[src/fuel_level_gauge_filter_core_macros.svh]
// assertion macros shared by the fuel gauge filter rtl
// expects clk and rst in the scope where a macro is used

`ifndef FUEL_LEVEL_GAUGE_FILTER_CORE_MACROS_SVH
`define FUEL_LEVEL_GAUGE_FILTER_CORE_MACROS_SVH

// condition that holds at every clock edge out of reset
`define FGF_ASSERT_ALWAYS(lbl, cond, msg) \
  lbl: assert property (@(posedge clk) disable iff (rst) (cond)) \
    else $error(msg);

// antecedent in one cycle implies consequent in the same cycle
`define FGF_ASSERT_IMPLIES(lbl, ante, cons, msg) \
  lbl: assert property (@(posedge clk) disable iff (rst) (ante) |-> (cons)) \
    else $error(msg);

`endif

[src/fgf_pkg.sv]
// shared types and constants of the fuel gauge filter
// no dependencies; imported by every module of the block
`timescale 1ns / 1ps

package fgf_pkg;

  // field widths
  localparam int unsigned ADC_CODE_W = 10;
  localparam int unsigned SUM_W      = 17;
  localparam int unsigned FRAC_W     = 16;
  localparam int unsigned LITRES_W   = 7;
  localparam int unsigned STATE_W    = 32;

  // shared divider: dividend bits and divisor / remainder bits
  localparam int unsigned NUM_W  = 27;
  localparam int unsigned DEN_W  = 18;
  localparam int unsigned STEP_W = $clog2(NUM_W + 1);

  // sender resistance in q9.8 ohms
  localparam int unsigned R_W         = 17;
  localparam int unsigned SERIES_OHMS = 330;
  localparam logic [R_W-1:0] R_CLAMP_LOW  = R_W'(35 * 256);
  localparam logic [R_W-1:0] R_CLAMP_HIGH = R_W'(265 * 256);

  localparam logic [LITRES_W-1:0] LITRES_MAX = LITRES_W'(99);

  // queue between front and back
  localparam int unsigned QUEUE_DEPTH = 4;
  localparam int unsigned QPTR_W      = $clog2(QUEUE_DEPTH);
  localparam int unsigned QCNT_W      = $clog2(QUEUE_DEPTH + 1);

  // configuration register indexes
  localparam int unsigned CFG_IDX_W  = 3;
  localparam int unsigned CFG_DATA_W = 32;
  localparam logic [CFG_IDX_W-1:0] CFG_EMPTY_LOW   = 3'd0;
  localparam logic [CFG_IDX_W-1:0] CFG_EMPTY_HIGH  = 3'd1;
  localparam logic [CFG_IDX_W-1:0] CFG_LEVEL_ALPHA = 3'd2;
  localparam logic [CFG_IDX_W-1:0] CFG_TREND_ALPHA = 3'd3;
  localparam logic [CFG_IDX_W-1:0] CFG_TANK_LITRES = 3'd4;
  localparam logic [CFG_IDX_W-1:0] CFG_PERIOD      = 3'd5;

  typedef enum logic [1:0] {
    OP_TICK,
    OP_PRELOAD,
    OP_SAMPLE
  } op_t;

  typedef struct packed {
    op_t              op;
    logic [SUM_W-1:0] data;   // code for a sample, priming sum for a preload
  } q_entry_t;

  typedef struct packed {
    logic [9:0]  empty_resistance_low;
    logic [9:0]  empty_resistance_high;
    logic [15:0] level_alpha;
    logic [15:0] trend_alpha;
    logic [7:0]  tank_litres;
    logic [31:0] consumption_period;
  } cfg_t;

  typedef struct packed {
    logic              start;
    logic [DEN_W-1:0]  rem_init;
    logic [NUM_W-1:0]  num;      // left aligned, msb first
    logic [STEP_W-1:0] steps;
    logic [DEN_W-1:0]  den;
  } div_req_t;

  typedef struct packed {
    logic             done;
    logic [NUM_W-1:0] quo;
  } div_rsp_t;

  typedef struct packed {
    logic [FRAC_W-1:0]   consumption_rate;
    logic [LITRES_W-1:0] litres;
    logic [FRAC_W-1:0]   level_fraction;
    logic                consumption_updated;
  } res_t;

endpackage

[src/fuel_level_gauge_filter_core.sv]
// top level of the fuel gauge filter: ports, configuration registers, wiring
// depends on fgf_pkg, fgf_front, fgf_queue, fgf_div, fgf_back and the macros header
`timescale 1ns / 1ps

// Filtered fuel level from a resistive sender. Input items are either adc
// samples or millisecond ticks (s_tuser high). A tick is handled in the idle
// state of the back end and gives no result. The first PRIME_SAMPLES samples
// are only summed in the front end; the last of them gives one result
// carrying the preloaded level. Every later sample gives one result with the
// fast level, litres, the consumption rate and a flag when a new consumption
// snapshot was taken. In the back end a sample is taken from the queue and
// range checked, then runs both passes of the shared bit-serial divider, the
// 27 step sender resistance pass and the 16 step full-fraction pass, then
// the two filters, the snapshot, the litres product and the output register.
// The full-scale code skips the resistance pass and a clamped fraction skips
// the fraction pass. The preload divides its sum by the priming count with a
// reciprocal multiply and skips the filters.
// A result waiting in the output register holds the back end until taken.
// A four entry queue lets the input side keep taking items while the back
// end works and while a result waits in the output register. There is no
// memory and no clearing pass after reset.
// Configuration writes must only happen while the block is idle.

module fuel_level_gauge_filter_core #(
  parameter int unsigned PRIME_SAMPLES = 100,
  parameter int unsigned ADC_BITS      = 10
) (
  input  logic                              clk,
  input  logic                              rst,
  // input items
  input  logic                              s_tvalid,
  output logic                              s_tready,
  input  logic [15:0]                       s_tdata,   // [9:0] adc_code, rest zero
  input  logic                              s_tuser,   // [0] kind, high for a tick
  // result items
  output logic                              m_tvalid,
  input  logic                              m_tready,
  output logic [39:0]                       m_tdata,   // [15:0] level_fraction,
                                                       // [22:16] litres,
                                                       // [38:23] consumption_rate
  output logic                              m_tuser,   // [0] consumption_updated
  // configuration writes
  input  logic                              cfg_we,
  input  logic [fgf_pkg::CFG_IDX_W-1:0]     cfg_index,
  input  logic [fgf_pkg::CFG_DATA_W-1:0]    cfg_data
);
  import fgf_pkg::*;

  `include "fuel_level_gauge_filter_core_macros.svh"

  cfg_t              cfg;
  logic              q_room;
  logic              push_valid;
  q_entry_t          push_entry;
  logic              head_valid;
  q_entry_t          head;
  logic              pop;
  logic [QCNT_W-1:0] q_count;
  div_req_t          div_req;
  div_rsp_t          div_rsp;
  res_t              res;

  // configuration register file, out-of-range indexes are dropped
  always_ff @(posedge clk) begin
    if (rst) begin
      cfg.empty_resistance_low  <= 10'd35;
      cfg.empty_resistance_high <= 10'd265;
      cfg.level_alpha           <= 16'd66;
      cfg.trend_alpha           <= 16'd7;
      cfg.tank_litres           <= 8'd60;
      cfg.consumption_period    <= 32'd1800000;
    end else if (cfg_we) begin
      case (cfg_index)
        CFG_EMPTY_LOW:   cfg.empty_resistance_low  <= cfg_data[9:0];
        CFG_EMPTY_HIGH:  cfg.empty_resistance_high <= cfg_data[9:0];
        CFG_LEVEL_ALPHA: cfg.level_alpha           <= cfg_data[15:0];
        CFG_TREND_ALPHA: cfg.trend_alpha           <= cfg_data[15:0];
        CFG_TANK_LITRES: cfg.tank_litres           <= cfg_data[7:0];
        CFG_PERIOD:      cfg.consumption_period    <= cfg_data[31:0];
        default: ;
      endcase
    end
  end

  // front: takes every item while the queue has room, absorbs priming samples
  fgf_front #(
    .PRIME_SAMPLES(PRIME_SAMPLES),
    .ADC_BITS     (ADC_BITS)
  ) u_front (
    .clk       (clk),
    .rst       (rst),
    .s_tvalid  (s_tvalid),
    .s_tready  (s_tready),
    .adc_code  (s_tdata[ADC_CODE_W-1:0]),
    .kind      (s_tuser),
    .q_room    (q_room),
    .push_valid(push_valid),
    .push_entry(push_entry)
  );

  fgf_queue u_queue (
    .clk       (clk),
    .rst       (rst),
    .push_valid(push_valid),
    .push_entry(push_entry),
    .room      (q_room),
    .head_valid(head_valid),
    .head      (head),
    .pop       (pop),
    .count     (q_count)
  );

  fgf_div u_div (
    .clk(clk),
    .rst(rst),
    .req(div_req),
    .rsp(div_rsp)
  );

  // back: one item at a time, result held in its output register
  fgf_back #(
    .PRIME_SAMPLES(PRIME_SAMPLES),
    .ADC_BITS     (ADC_BITS)
  ) u_back (
    .clk      (clk),
    .rst      (rst),
    .cfg      (cfg),
    .q_valid  (head_valid),
    .q_head   (head),
    .q_pop    (pop),
    .div_req  (div_req),
    .div_rsp  (div_rsp),
    .res_valid(m_tvalid),
    .res      (res),
    .res_ready(m_tready)
  );

  assign m_tdata = {1'b0, res.consumption_rate, res.litres, res.level_fraction};
  assign m_tuser = res.consumption_updated;

  // queue occupancy never passes its depth
  `FGF_ASSERT_ALWAYS(a_queue_bound, q_count <= QCNT_W'(QUEUE_DEPTH), "queue overfilled")
  // front only pushes into a queue with a free slot
  `FGF_ASSERT_IMPLIES(a_push_room, push_valid, q_count < QCNT_W'(QUEUE_DEPTH), "full queue")
  // litres in a presented result stays within its clamp
  `FGF_ASSERT_IMPLIES(a_litres_clamp, m_tvalid, m_tdata[22:16] <= LITRES_MAX, "litres above clamp")

endmodule

[src/fgf_front.sv]
// front end: accepts items, keeps the priming accumulator, classifies
// depends on fgf_pkg
`timescale 1ns / 1ps

module fgf_front #(
  parameter int unsigned PRIME_SAMPLES = 100,
  parameter int unsigned ADC_BITS      = 10
) (
  input  logic                          clk,
  input  logic                          rst,
  input  logic                          s_tvalid,
  output logic                          s_tready,
  input  logic [fgf_pkg::ADC_CODE_W-1:0] adc_code,
  input  logic                          kind,
  input  logic                          q_room,
  output logic                          push_valid,
  output fgf_pkg::q_entry_t             push_entry
);
  import fgf_pkg::*;

  localparam int unsigned CNT_W = $clog2(PRIME_SAMPLES + 1);
  localparam int unsigned MASK_INT = (ADC_BITS >= ADC_CODE_W) ?
                                     (1 << ADC_CODE_W) - 1 : (1 << ADC_BITS) - 1;
  localparam logic [ADC_CODE_W-1:0] CODE_MASK = ADC_CODE_W'(MASK_INT);

  logic             primed;
  logic [CNT_W-1:0] prime_count;
  logic [SUM_W-1:0] prime_sum;

  logic                  accept;
  logic [ADC_CODE_W-1:0] v;
  logic [SUM_W-1:0]      sum_next;
  logic                  last_prime;

  always_comb begin
    s_tready   = q_room;
    accept     = s_tvalid && q_room;
    v          = adc_code & CODE_MASK;
    sum_next   = prime_sum + SUM_W'(v);
    last_prime = (prime_count == CNT_W'(PRIME_SAMPLES - 1));
    push_valid = accept && (kind || primed || last_prime);
    if (kind) begin
      push_entry.op   = OP_TICK;
      push_entry.data = '0;
    end else if (primed) begin
      push_entry.op   = OP_SAMPLE;
      push_entry.data = SUM_W'(v);
    end else begin
      push_entry.op   = OP_PRELOAD;
      push_entry.data = sum_next;
    end
  end

  always_ff @(posedge clk) begin
    if (rst) begin
      primed      <= 1'b0;
      prime_count <= '0;
      prime_sum   <= '0;
    end else if (accept && !kind && !primed) begin
      prime_sum <= sum_next;
      if (last_prime) begin
        primed <= 1'b1;
      end else begin
        prime_count <= prime_count + CNT_W'(1);
      end
    end
  end

endmodule

[src/fgf_queue.sv]
// short fifo of classified items between front and back
// depends on fgf_pkg
`timescale 1ns / 1ps

module fgf_queue (
  input  logic                      clk,
  input  logic                      rst,
  input  logic                      push_valid,
  input  fgf_pkg::q_entry_t         push_entry,
  output logic                      room,
  output logic                      head_valid,
  output fgf_pkg::q_entry_t         head,
  input  logic                      pop,
  output logic [fgf_pkg::QCNT_W-1:0] count
);
  import fgf_pkg::*;

  q_entry_t          slots [QUEUE_DEPTH];
  logic [QPTR_W-1:0] wr_ptr;
  logic [QPTR_W-1:0] rd_ptr;

  function automatic logic [QPTR_W-1:0] ptr_inc(input logic [QPTR_W-1:0] p);
    ptr_inc = (p == QPTR_W'(QUEUE_DEPTH - 1)) ? '0 : p + QPTR_W'(1);
  endfunction

  assign room       = (count < QCNT_W'(QUEUE_DEPTH));
  assign head_valid = (count != '0);
  assign head       = slots[rd_ptr];

  always_ff @(posedge clk) begin
    if (push_valid) begin
      slots[wr_ptr] <= push_entry;
    end
  end

  always_ff @(posedge clk) begin
    if (rst) begin
      wr_ptr <= '0;
      rd_ptr <= '0;
      count  <= '0;
    end else begin
      if (push_valid) begin
        wr_ptr <= ptr_inc(wr_ptr);
      end
      if (pop) begin
        rd_ptr <= ptr_inc(rd_ptr);
      end
      case ({push_valid, pop})
        2'b10:   count <= count + QCNT_W'(1);
        2'b01:   count <= count - QCNT_W'(1);
        default: count <= count;
      endcase
    end
  end

endmodule

[src/fgf_div.sv]
// shared radix-2 restoring divider, one quotient bit per cycle
// depends on fgf_pkg
`timescale 1ns / 1ps

module fgf_div (
  input  logic              clk,
  input  logic              rst,
  input  fgf_pkg::div_req_t req,
  output fgf_pkg::div_rsp_t rsp
);
  import fgf_pkg::*;

  logic              busy;
  logic              done;
  logic [STEP_W-1:0] cnt;
  logic [DEN_W-1:0]  rem;
  logic [DEN_W-1:0]  den;
  logic [NUM_W-1:0]  shift;
  logic [NUM_W-1:0]  quo;

  logic [DEN_W:0]   trial;
  logic             qbit;
  logic [DEN_W-1:0] rem_next;

  always_comb begin
    trial = {rem, shift[NUM_W-1]};
    qbit  = (trial >= {1'b0, den});
    if (qbit) begin
      rem_next = DEN_W'(trial - {1'b0, den});
    end else begin
      rem_next = trial[DEN_W-1:0];
    end
  end

  assign rsp = {done, quo};

  always_ff @(posedge clk) begin
    if (rst) begin
      busy <= 1'b0;
      done <= 1'b0;
      cnt  <= '0;
    end else begin
      // pulse after the last step
      done <= busy && !req.start && (cnt == STEP_W'(1));
      if (req.start) begin
        busy  <= 1'b1;
        cnt   <= req.steps;
        rem   <= req.rem_init;
        den   <= req.den;
        shift <= req.num;
        quo   <= '0;
      end else if (busy) begin
        rem   <= rem_next;
        shift <= {shift[NUM_W-2:0], 1'b0};
        quo   <= {quo[NUM_W-2:0], qbit};
        cnt   <= cnt - STEP_W'(1);
        if (cnt == STEP_W'(1)) begin
          busy <= 1'b0;
        end
      end
    end
  end

endmodule

[src/fgf_back.sv]
// back end: conversion, level mapping, both filters, consumption, output register
// depends on fgf_pkg; drives the shared divider fgf_div
`timescale 1ns / 1ps

module fgf_back #(
  parameter int unsigned PRIME_SAMPLES = 100,
  parameter int unsigned ADC_BITS      = 10
) (
  input  logic              clk,
  input  logic              rst,
  input  fgf_pkg::cfg_t     cfg,
  input  logic              q_valid,
  input  fgf_pkg::q_entry_t q_head,
  output logic              q_pop,
  output fgf_pkg::div_req_t div_req,
  input  fgf_pkg::div_rsp_t div_rsp,
  output logic              res_valid,
  output fgf_pkg::res_t     res,
  input  logic              res_ready
);
  import fgf_pkg::*;

  localparam logic [DEN_W-1:0] ADC_MAX = DEN_W'((32'd1 << ADC_BITS) - 32'd1);
  localparam int unsigned RV_W = NUM_W - 8;

  // priming average by reciprocal multiply, exact for every sum below 2^SUM_W
  localparam int unsigned AVG_SHIFT = SUM_W + $clog2(PRIME_SAMPLES);
  localparam int unsigned RECIP_W   = SUM_W + 1;
  localparam logic [RECIP_W-1:0] AVG_RECIP =
    RECIP_W'(((64'd1 << AVG_SHIFT) + 64'(PRIME_SAMPLES) - 64'd1) / 64'(PRIME_SAMPLES));

  typedef enum logic [3:0] {
    ST_IDLE,
    ST_CONV,
    ST_DIV_R,
    ST_MAP,
    ST_DIV_P,
    ST_APPLY,
    ST_DIFF,
    ST_MUL,
    ST_UPD,
    ST_SNAP,
    ST_LITRES,
    ST_EMIT
  } st_t;

  st_t state;
  logic                  is_pre;
  logic [ADC_CODE_W-1:0] v;
  logic [R_W-1:0]        r;
  logic [FRAC_W-1:0]     frac;
  logic                  sel;
  logic                  up;
  logic [STATE_W-1:0]    diff;
  logic [STATE_W+15:0]   prod;
  logic [23:0]           lit_prod;
  logic                  updated;

  logic [STATE_W-1:0] fast_level;
  logic [STATE_W-1:0] slow_trend;
  logic [FRAC_W-1:0]  trend_snapshot;
  logic [FRAC_W-1:0]  consumption_value;
  logic [31:0]        elapsed_ticks;

  // combinational helpers
  logic [RV_W-1:0]          rv;
  logic [DEN_W-1:0]         lo;
  logic [DEN_W-1:0]         hi;
  logic [DEN_W-1:0]         r_ext;
  logic [DEN_W-1:0]         map_num;
  logic [DEN_W-1:0]         map_den;
  logic [STATE_W-1:0]       x_ext;
  logic [STATE_W-1:0]       st_cur;
  logic [15:0]              alpha;
  logic [STATE_W-1:0]       delta;
  logic [FRAC_W-1:0]        trend_now;
  logic [FRAC_W:0]          drop2;
  logic [SUM_W+RECIP_W-1:0] avg_prod;
  logic [ADC_CODE_W-1:0]    prime_avg;
  logic                     div_go;

  always_comb begin
    rv        = RV_W'(v) * RV_W'(SERIES_OHMS);
    lo        = {cfg.empty_resistance_low, 8'b0};
    hi        = {cfg.empty_resistance_high, 8'b0};
    r_ext     = DEN_W'(r);
    map_num   = r_ext - lo;
    map_den   = hi - lo;
    x_ext     = {frac, 16'b0};
    st_cur    = sel ? slow_trend : fast_level;
    alpha     = sel ? cfg.trend_alpha : cfg.level_alpha;
    delta     = prod[STATE_W+15:16];
    trend_now = slow_trend[STATE_W-1:16];
    drop2     = {trend_snapshot - trend_now, 1'b0};
    avg_prod  = q_head.data * AVG_RECIP;
    prime_avg = avg_prod[AVG_SHIFT +: ADC_CODE_W];
    q_pop     = (state == ST_IDLE) && q_valid;
    // a divider pass starts where no shortcut applies
    case (state)
      ST_CONV: div_go = (DEN_W'(v) < ADC_MAX);
      ST_MAP:  div_go = (hi > lo) && (r_ext > lo) && (map_num < map_den);
      default: div_go = 1'b0;
    endcase
  end

  always_ff @(posedge clk) begin
    if (rst) begin
      state             <= ST_IDLE;
      div_req.start     <= 1'b0;
      res_valid         <= 1'b0;
      fast_level        <= '0;
      slow_trend        <= '0;
      trend_snapshot    <= '0;
      consumption_value <= '0;
      elapsed_ticks     <= '0;
    end else begin
      div_req.start <= div_go;
      if (res_valid && res_ready && (state != ST_EMIT)) begin
        res_valid <= 1'b0;
      end
      case (state)
        ST_IDLE: begin
          if (q_valid) begin
            case (q_head.op)
              OP_TICK: begin
                if (elapsed_ticks != '1) begin
                  elapsed_ticks <= elapsed_ticks + 32'd1;
                end
              end
              OP_PRELOAD: begin
                is_pre <= 1'b1;
                v      <= prime_avg;
                state  <= ST_CONV;
              end
              OP_SAMPLE: begin
                is_pre <= 1'b0;
                v      <= q_head.data[ADC_CODE_W-1:0];
                state  <= ST_CONV;
              end
              default: state <= ST_IDLE;
            endcase
          end
        end
        ST_CONV: begin
          // full-scale code means an open sender: empty
          if (DEN_W'(v) >= ADC_MAX) begin
            r     <= R_CLAMP_HIGH;
            state <= ST_MAP;
          end else begin
            div_req.rem_init <= '0;
            div_req.num      <= {rv, 8'b0};
            div_req.steps    <= STEP_W'(NUM_W);
            div_req.den      <= ADC_MAX - DEN_W'(v);
            state            <= ST_DIV_R;
          end
        end
        ST_DIV_R: begin
          if (div_rsp.done) begin
            if (div_rsp.quo < NUM_W'(R_CLAMP_LOW)) begin
              r <= R_CLAMP_LOW;
            end else if (div_rsp.quo > NUM_W'(R_CLAMP_HIGH)) begin
              r <= R_CLAMP_HIGH;
            end else begin
              r <= div_rsp.quo[R_W-1:0];
            end
            state <= ST_MAP;
          end
        end
        ST_MAP: begin
          if (hi <= lo) begin
            frac  <= '0;
            state <= ST_APPLY;
          end else if (r_ext <= lo) begin
            frac  <= '1;
            state <= ST_APPLY;
          end else if (map_num >= map_den) begin
            frac  <= '0;
            state <= ST_APPLY;
          end else begin
            div_req.rem_init <= map_num;
            div_req.num      <= '0;
            div_req.steps    <= STEP_W'(FRAC_W);
            div_req.den      <= map_den;
            state            <= ST_DIV_P;
          end
        end
        ST_DIV_P: begin
          if (div_rsp.done) begin
            if (div_rsp.quo[FRAC_W-1:0] == '0) begin
              frac <= '1;
            end else begin
              frac <= FRAC_W'(0) - div_rsp.quo[FRAC_W-1:0];
            end
            state <= ST_APPLY;
          end
        end
        ST_APPLY: begin
          if (is_pre) begin
            fast_level <= x_ext;
            slow_trend <= x_ext;
            updated    <= 1'b0;
            state      <= ST_LITRES;
          end else begin
            sel   <= 1'b0;
            state <= ST_DIFF;
          end
        end
        ST_DIFF: begin
          if (x_ext >= st_cur) begin
            diff <= x_ext - st_cur;
            up   <= 1'b1;
          end else begin
            diff <= st_cur - x_ext;
            up   <= 1'b0;
          end
          state <= ST_MUL;
        end
        ST_MUL: begin
          prod  <= diff * alpha;
          state <= ST_UPD;
        end
        ST_UPD: begin
          if (sel) begin
            slow_trend <= up ? slow_trend + delta : slow_trend - delta;
            state      <= ST_SNAP;
          end else begin
            fast_level <= up ? fast_level + delta : fast_level - delta;
            sel        <= 1'b1;
            state      <= ST_DIFF;
          end
        end
        ST_SNAP: begin
          if (elapsed_ticks > cfg.consumption_period) begin
            if (trend_snapshot > trend_now) begin
              consumption_value <= drop2[FRAC_W] ? '1 : drop2[FRAC_W-1:0];
            end else begin
              consumption_value <= '0;
            end
            trend_snapshot <= trend_now;
            elapsed_ticks  <= '0;
            updated        <= 1'b1;
          end else begin
            updated <= 1'b0;
          end
          state <= ST_LITRES;
        end
        ST_LITRES: begin
          lit_prod <= fast_level[STATE_W-1:16] * cfg.tank_litres;
          state    <= ST_EMIT;
        end
        ST_EMIT: begin
          if (!res_valid || res_ready) begin
            res_valid               <= 1'b1;
            res.level_fraction      <= fast_level[STATE_W-1:16];
            res.litres              <= (lit_prod[23:16] > 8'(LITRES_MAX)) ?
                                       LITRES_MAX : lit_prod[22:16];
            res.consumption_rate    <= consumption_value;
            res.consumption_updated <= updated;
            state                   <= ST_IDLE;
          end
        end
        default: state <= ST_IDLE;
      endcase
    end
  end

endmodule
[config.mk]
export PLATFORM = sky130hd
export DESIGN_NAME = fuel_level_gauge_filter_core
export DESIGN_NICKNAME = d
export VERILOG_FILES = /design/src/fgf_pkg.sv /design/src/fuel_level_gauge_filter_core.sv /design/src/fgf_front.sv /design/src/fgf_queue.sv /design/src/fgf_div.sv /design/src/fgf_back.sv
export VERILOG_INCLUDE_DIRS = /design/src /design/src/src
export SDC_FILE = /design/constraint.sdc
export NUM_CORES = 2
export LEC_CHECK = 0
export ABC_AREA = 1
export BUFFER_PORTS_ARGS = -buffer_cell sky130_fd_sc_hd__clkbuf_2
export CAP_MARGIN = 10
export CORE_ASPECT_RATIO = 1.4
export CORE_MARGIN = 2
export CORE_UTILIZATION = 60
export DETAILED_ROUTE_END_ITERATION = 10
export PLACE_DENSITY_LB_ADDON = 0.2
export SETUP_SLACK_MARGIN = 0.5
export SYNTH_ARGS = -nofsm -noshare
export SYNTH_HDL_FRONTEND = slang
export SYNTH_HIERARCHICAL = 1
export SYNTH_SLANG_ARGS = --single-unit
export TNS_END_PERCENT = 100
[constraint.sdc]
create_clock -name clk -period 9.1 [get_ports clk]
set_input_delay 1.82 -clock clk [delete_from_list [all_inputs] [get_ports clk]]
set_output_delay 1.82 -clock clk [all_outputs]
set_load 0.01 [all_outputs]
### Word level (Yosys, flattened, before mapping)

Memories as Yosys holds them, arrays and structs flattened. A register that Yosys moved wholly into a read port is not among the register bits.
Cells that the tools add are included.
Widths: inputs -> output; s select.

* multipliers: 4
* equality and inequality tests: 44
* reduce and logical (&&, ||, !) cells: 58
* $add $sub $neg: 20
* bitwise logic cells: 2
* $lt $le $gt $ge: 16
* multiplexer cells: 77

Operators with widths (count)
* $mux 32: 11
* $mux 68: 4
* $pmux 32 s2: 3
* $pmux 68 s2: 1
* $mux 16: 8
* $sub 32x32->32: 4
* $mux 27: 3
* $mux 17: 4
* $add 32x32->32: 2
* $mux 18: 3
* $mul 32x16->48: 1
* $pmux 4 s12: 1
* $mux 19: 2
* $sub 18x18->18: 2
* $mul 17x18->34 const B: 1
* $pmux 17 s2: 1
* $add 32x1->32 const B: 1
* $ge 32x32->1: 1
* $gt 32x32->1: 1
* $mux 4: 8
* $ne 32x32->1 const B: 1
* $pmux 16 s2: 1
* $reduce_and 2->1: 14
* $gt 27x17->1 const B: 1
* other kinds (62): 142

* memories kept: 1
* word-level logic and storage cells: 267
* flip-flop bits (word level): 614
* bits in writable memories: 76

Memory list
* u_queue.slots: words 4, bits a word 19, rd ports 1, clocked after Yosys merged registers in 1, write ports 1, RTL line fgf_queue.sv:18 `q_entry_t slots [QUEUE_DEPTH];`

### Depth between registers and ports, before layout

* word-level depth: 6
* gate-level depth with buffers: 32

### Hierarchy

The synthesis kept the hierarchy.

By module, submodules not included
* fgf_back: area each 51602.0 µm², times used 1, cells each 6815
* fgf_div: area each 5277.6 µm², times used 1, cells each 607
* fuel_level_gauge_filter_core: area each 3658.5 µm², times used 1, cells each 521
* fgf_queue: area each 3321.9 µm², times used 1, cells each 243
* fgf_front: area each 1984.4 µm², times used 1, cells each 329

### Worst setup path before layout

Ideal clock, no wire load.

* kind: register to register
* from: reg u_back.sel
* to: reg u_back.prod[32] (data pin)
* setup slack: 2539 ps
* period minus slack after synthesis: 6561 ps
* stages on the path, launching flop included: 28
* arrival: 6309 ps
* buffers on the path: 5
* data required time: 8848 ps
* path through: edfxtp_1 > buf_6 > buf_6 > buf_2 > clkbuf_1 > o21ai_1 > buf_2 > nor2_1 > fa_1 > inv_1 > fa_1 > fa_1 > fa_1 > inv_1 > fa_1 > inv_1 > fa_1 > inv_1 > ha_1 > nand2_1 > nor2_1 > inv_1 > or2_2 > o21ai_1 > a21oi_1 > or2_1 > nand3_1 > nand2_1

* longest elaborated chain between the ends: 2

Ends and longest elaborated chain
* from (decl): RTL line fgf_back.sv:52 `logic sel;`
* from (signal assigned): RTL line fgf_back.sv:204 `sel <= 1'b0;`
* from (signal assigned): RTL line fgf_back.sv:228 `sel <= 1'b1;`
* $mux 16: RTL line fgf_back.sv:91 `alpha = sel ? cfg.trend_alpha : cfg.level_alpha;`
* $mul 32x16->48: RTL line fgf_back.sv:219 `prod <= diff * alpha;`
* to (signal assigned): RTL line fgf_back.sv:219
* to (decl): RTL line fgf_back.sv:55 `logic [STATE_W+15:0] prod;`

Every way passes these cells.
A chain may end at the register's enable or synchronous reset.

### Final worst setup path

* from: reg u_back.sel
* to: reg u_back.prod[40] (data pin)

The elaborated chain is that of the path after synthesis.

==> qor.txt <==
Status - finished clean
FF-to-FF Start - u_back/sel
Register area - 16800 um^2
# DRC - 0
Setup Crit Path Kind - flop to flop
IO buf count - 92
Post-synthesis mux area share - 0
Post-synthesis cell count - 8515
RD Place Congestion - 0.989
Main area contributors after synthesis - fa_1 19%, edfxtp_1 17%, nand2_1 11%
Async SR Flop Fraction - 0
Core ar. - 109000 um^2
Synth Area in Adders - 0.296
Ys Warns - 6
Post-CTS resize count - 0
CTS tree - yes
Fmax - 128 MHz
Post-Synth Simple-Gate Area - 0.235
Mapped Area - 65800 um^2
Hpwl dp - 152000 um
Drt wl/cell - 19.3 um
CTS hold repair buffers - 0
Initial antenna violation count - 6
Final setup violation count - 0
Critical Path Start Type - flop
Routed vias - 55700
Post-DRT Antenna Nets - 0
Minimum hold slack - 415 ps
Xor/xnor share of the synthesized area - 0.0221
Worst hold endpoint - u_div/den[7]
Rel. slew slack - 0.197
Final Cycle Share - 0.861
Synth area leader - fa_1
Compound-Gate Fraction of Synth Area - 0.0831
Post-synth EDFFs - 380
Initial Utilization - 0.606
Nets - 9726
Worst Skew - 68.0 ps
Setup tns final - 0 ps
Worst Max-Slew Pin Slew - 1200 ps
Worst Path Arrival - 8310 ps
Share of layout cells above drive strength 1 - 0.0542
Io pins - 100
Post-CTS Repair Setup Buffers - 0
Layout Area Growth over Synthesis - 6.10%
Number of buffers created by CTS - 68
Largest net degree at the start of global routing - 77
Worst min-delay path class - flop to flop
Total routed wirelength - 193000 um
Crit-path max FO - 25
Main synth FF type - edfxtp_1
Worst-path clk slew - 60 ps
Vias in the first global route - 56600
Starting DRT DRC Count - 4332
Reg2Reg Setup Slack - 1270 ps
Area of the die - 112000 um^2
Hold path depth - 0
Grt ovf - 0
Unrepaired setup endpoints after global routing - no
Register area share after synthesis - 0.254
Multi-input gate area - 42000 um^2
Via/cell ratio - 5.57
Clock Latency Late Sink - 700 ps
H-tree depth - 3
FF-to-FF End - u_back/prod[40]
Mean Syn Cell Area - 7.73 um^2
Max Root-Sink Buffers - 3
Reg2reg path depth - 24
Largest family of logic cells by synthesized area - adder cells
HP Start - u_back/div_req[7]
GRT Total Usage - 0.346
Crit. End Element - flop
WP data required - 9580 ps
FILL cells - 9659
Max-capacitance violation count - 0
Site Rows - 143
Setup WS post-layout - 1270 ps
Die height - 396 um
Root Buffer - clkbuf_16
Chip Width - 284 um
Synth Register Bits - 647
Final Hold Vio Count - 0
Min Clock Period, post-route - 7830 ps
Drt pass-1 iters - 6
Dpl ws - 1440 ps
First-pass GRT wire length - 304000 um
Netlist cell types - 69
Slew Viols, Final - 0
# clock sinks - 647
Synth top area share - 0.191
[area by class of cell]
type | count | share of cell area
diodes | 1 | 0.0000358
inverters | 1561 | 0.0839
clock inverters | 36 | 0.00845
flip-flops and latches | 647 | 0.240
well taps | 1450 | 0.0260
repair buffers | 153 | 0.0134
multi-input cells | 6055 | 0.601
clock buffers | 90 | 0.0272
[cells in the final DEF (no fill, tap or decap), drive strengths merged, types with 20 or more instances in the layout]
cell type and count:
o21a 21, nand3b 48, o22ai 20, xor2 114
a21o 29, clkinv 30, nor4 23, a21oi 467
dfxtp 267, fa 627, o21bai 34, nand4 49
a31oi 23, buf 62, nand3 420, nand2 1965
clkbuf 181, edfxtp 380, nor2 1045, or2 59
xnor2 52, inv 1554, o21ai 347, ha 556
nor3 78
[Yosys cell counts, types with 53 or more instances]
library cell / n
a21oi_1: 455
buf_2: 53
clkbuf_1: 136
dfxtp_1: 267
edfxtp_1: 380
fa_1: 627
ha_1: 556
inv_1: 1522
nand2_1: 1933
nand3_1: 417
nor2_1: 1014
nor3_1: 73
o21ai_0: 325
or2_2: 55
xor2_1: 114
[kinds of logic (layout without fill, tap and decap cells)]
kind of cell / Yosys count / count (layout)
AOI/OAI and AO/OA: 995 / 995
DFF: 647 / 647
xor gates and xnor gates: 166 / 166
buffers and inverters: 1822 / 1840
other: 3 / 13
and+or+nand+nor: 3699 / 3699
adders and majority gates: 1183 / 1183
[through the flow]
stage / cell area (um^2) / utilization / cells
6_report: 69900 / 0.643 / 9993
5_1_grt: 69900 / 0.643 / 9992
4_1_cts: 69900 / 0.643 / 9992
3_5_place_dp: 67400 / 0.620 / 9866
3_3_place_gp: 67400 / 0.620 / 9866
2_1_floorplan: 65900 / - / 8524
[layer usage]
layer / wire [um] / GRT usage
met5: 34 / 0
met3: 12200 / 0.0512
met4: 12100 / 0.194
met2: 95300 / 0.608
met1: 73300 / 0.405
[registers in the layout (all words and copies together), names as in the netlist, 18 cells and up, named ones only]
| register | count |
|---|---|
| u_queue/slots | 76 |
| u_div/den | 18 |
| u_back/elapsed_ticks | 32 |
| cfg | 92 |
| u_div/quo | 27 |
| u_back/diff | 32 |
| u_back/prod | 32 |
| u_back/slow_trend | 32 |
| u_back/fast_level | 32 |
| u_div/rem | 18 |
| u_back/res | 40 |
| u_back/div_req | 56 |
| u_div/shift | 27 |
[worst max-delay path, stage by stage, from the launching register on]
cell	delay, ps
edfxtp_1	670
inv_2	290
or2_2	140
nand2_1	70
inv_1	870
nand2_1	230
fa_1	590
inv_1	60
fa_1	500
fa_1	570
fa_1	480
fa_1	550
inv_1	60
fa_1	560
inv_1	60
ha_1	380
nand2_1	110
nor2_1	180
inv_1	80
nor2_1	150
inv_1	70
nor2_1	250
o211ai_1	240
nand3_1	200
xor2_1	210
[how the worst max path moves through the flow]
| stage | start | slack, ps | endpoint |
|---|---|---|---|
| 2_1_floorplan | u_back/sel | 2540 | u_back/prod[32] |
| 3_3_place_gp | u_back/sel | 1530 | u_back/prod[32] |
| 3_5_place_dp | u_back/sel | 1440 | u_back/prod[32] |
| 4_1_cts | u_back/sel | 1310 | u_back/prod[32] |
| 5_1_grt | u_back/sel | 900 | u_back/prod[34] |
| 6_report | u_back/sel | 1270 | u_back/prod[40] |
Power is left out: the tool's default activity adds up to more than one toggle a clock period on the data nets, which glitch-free logic cannot reach.
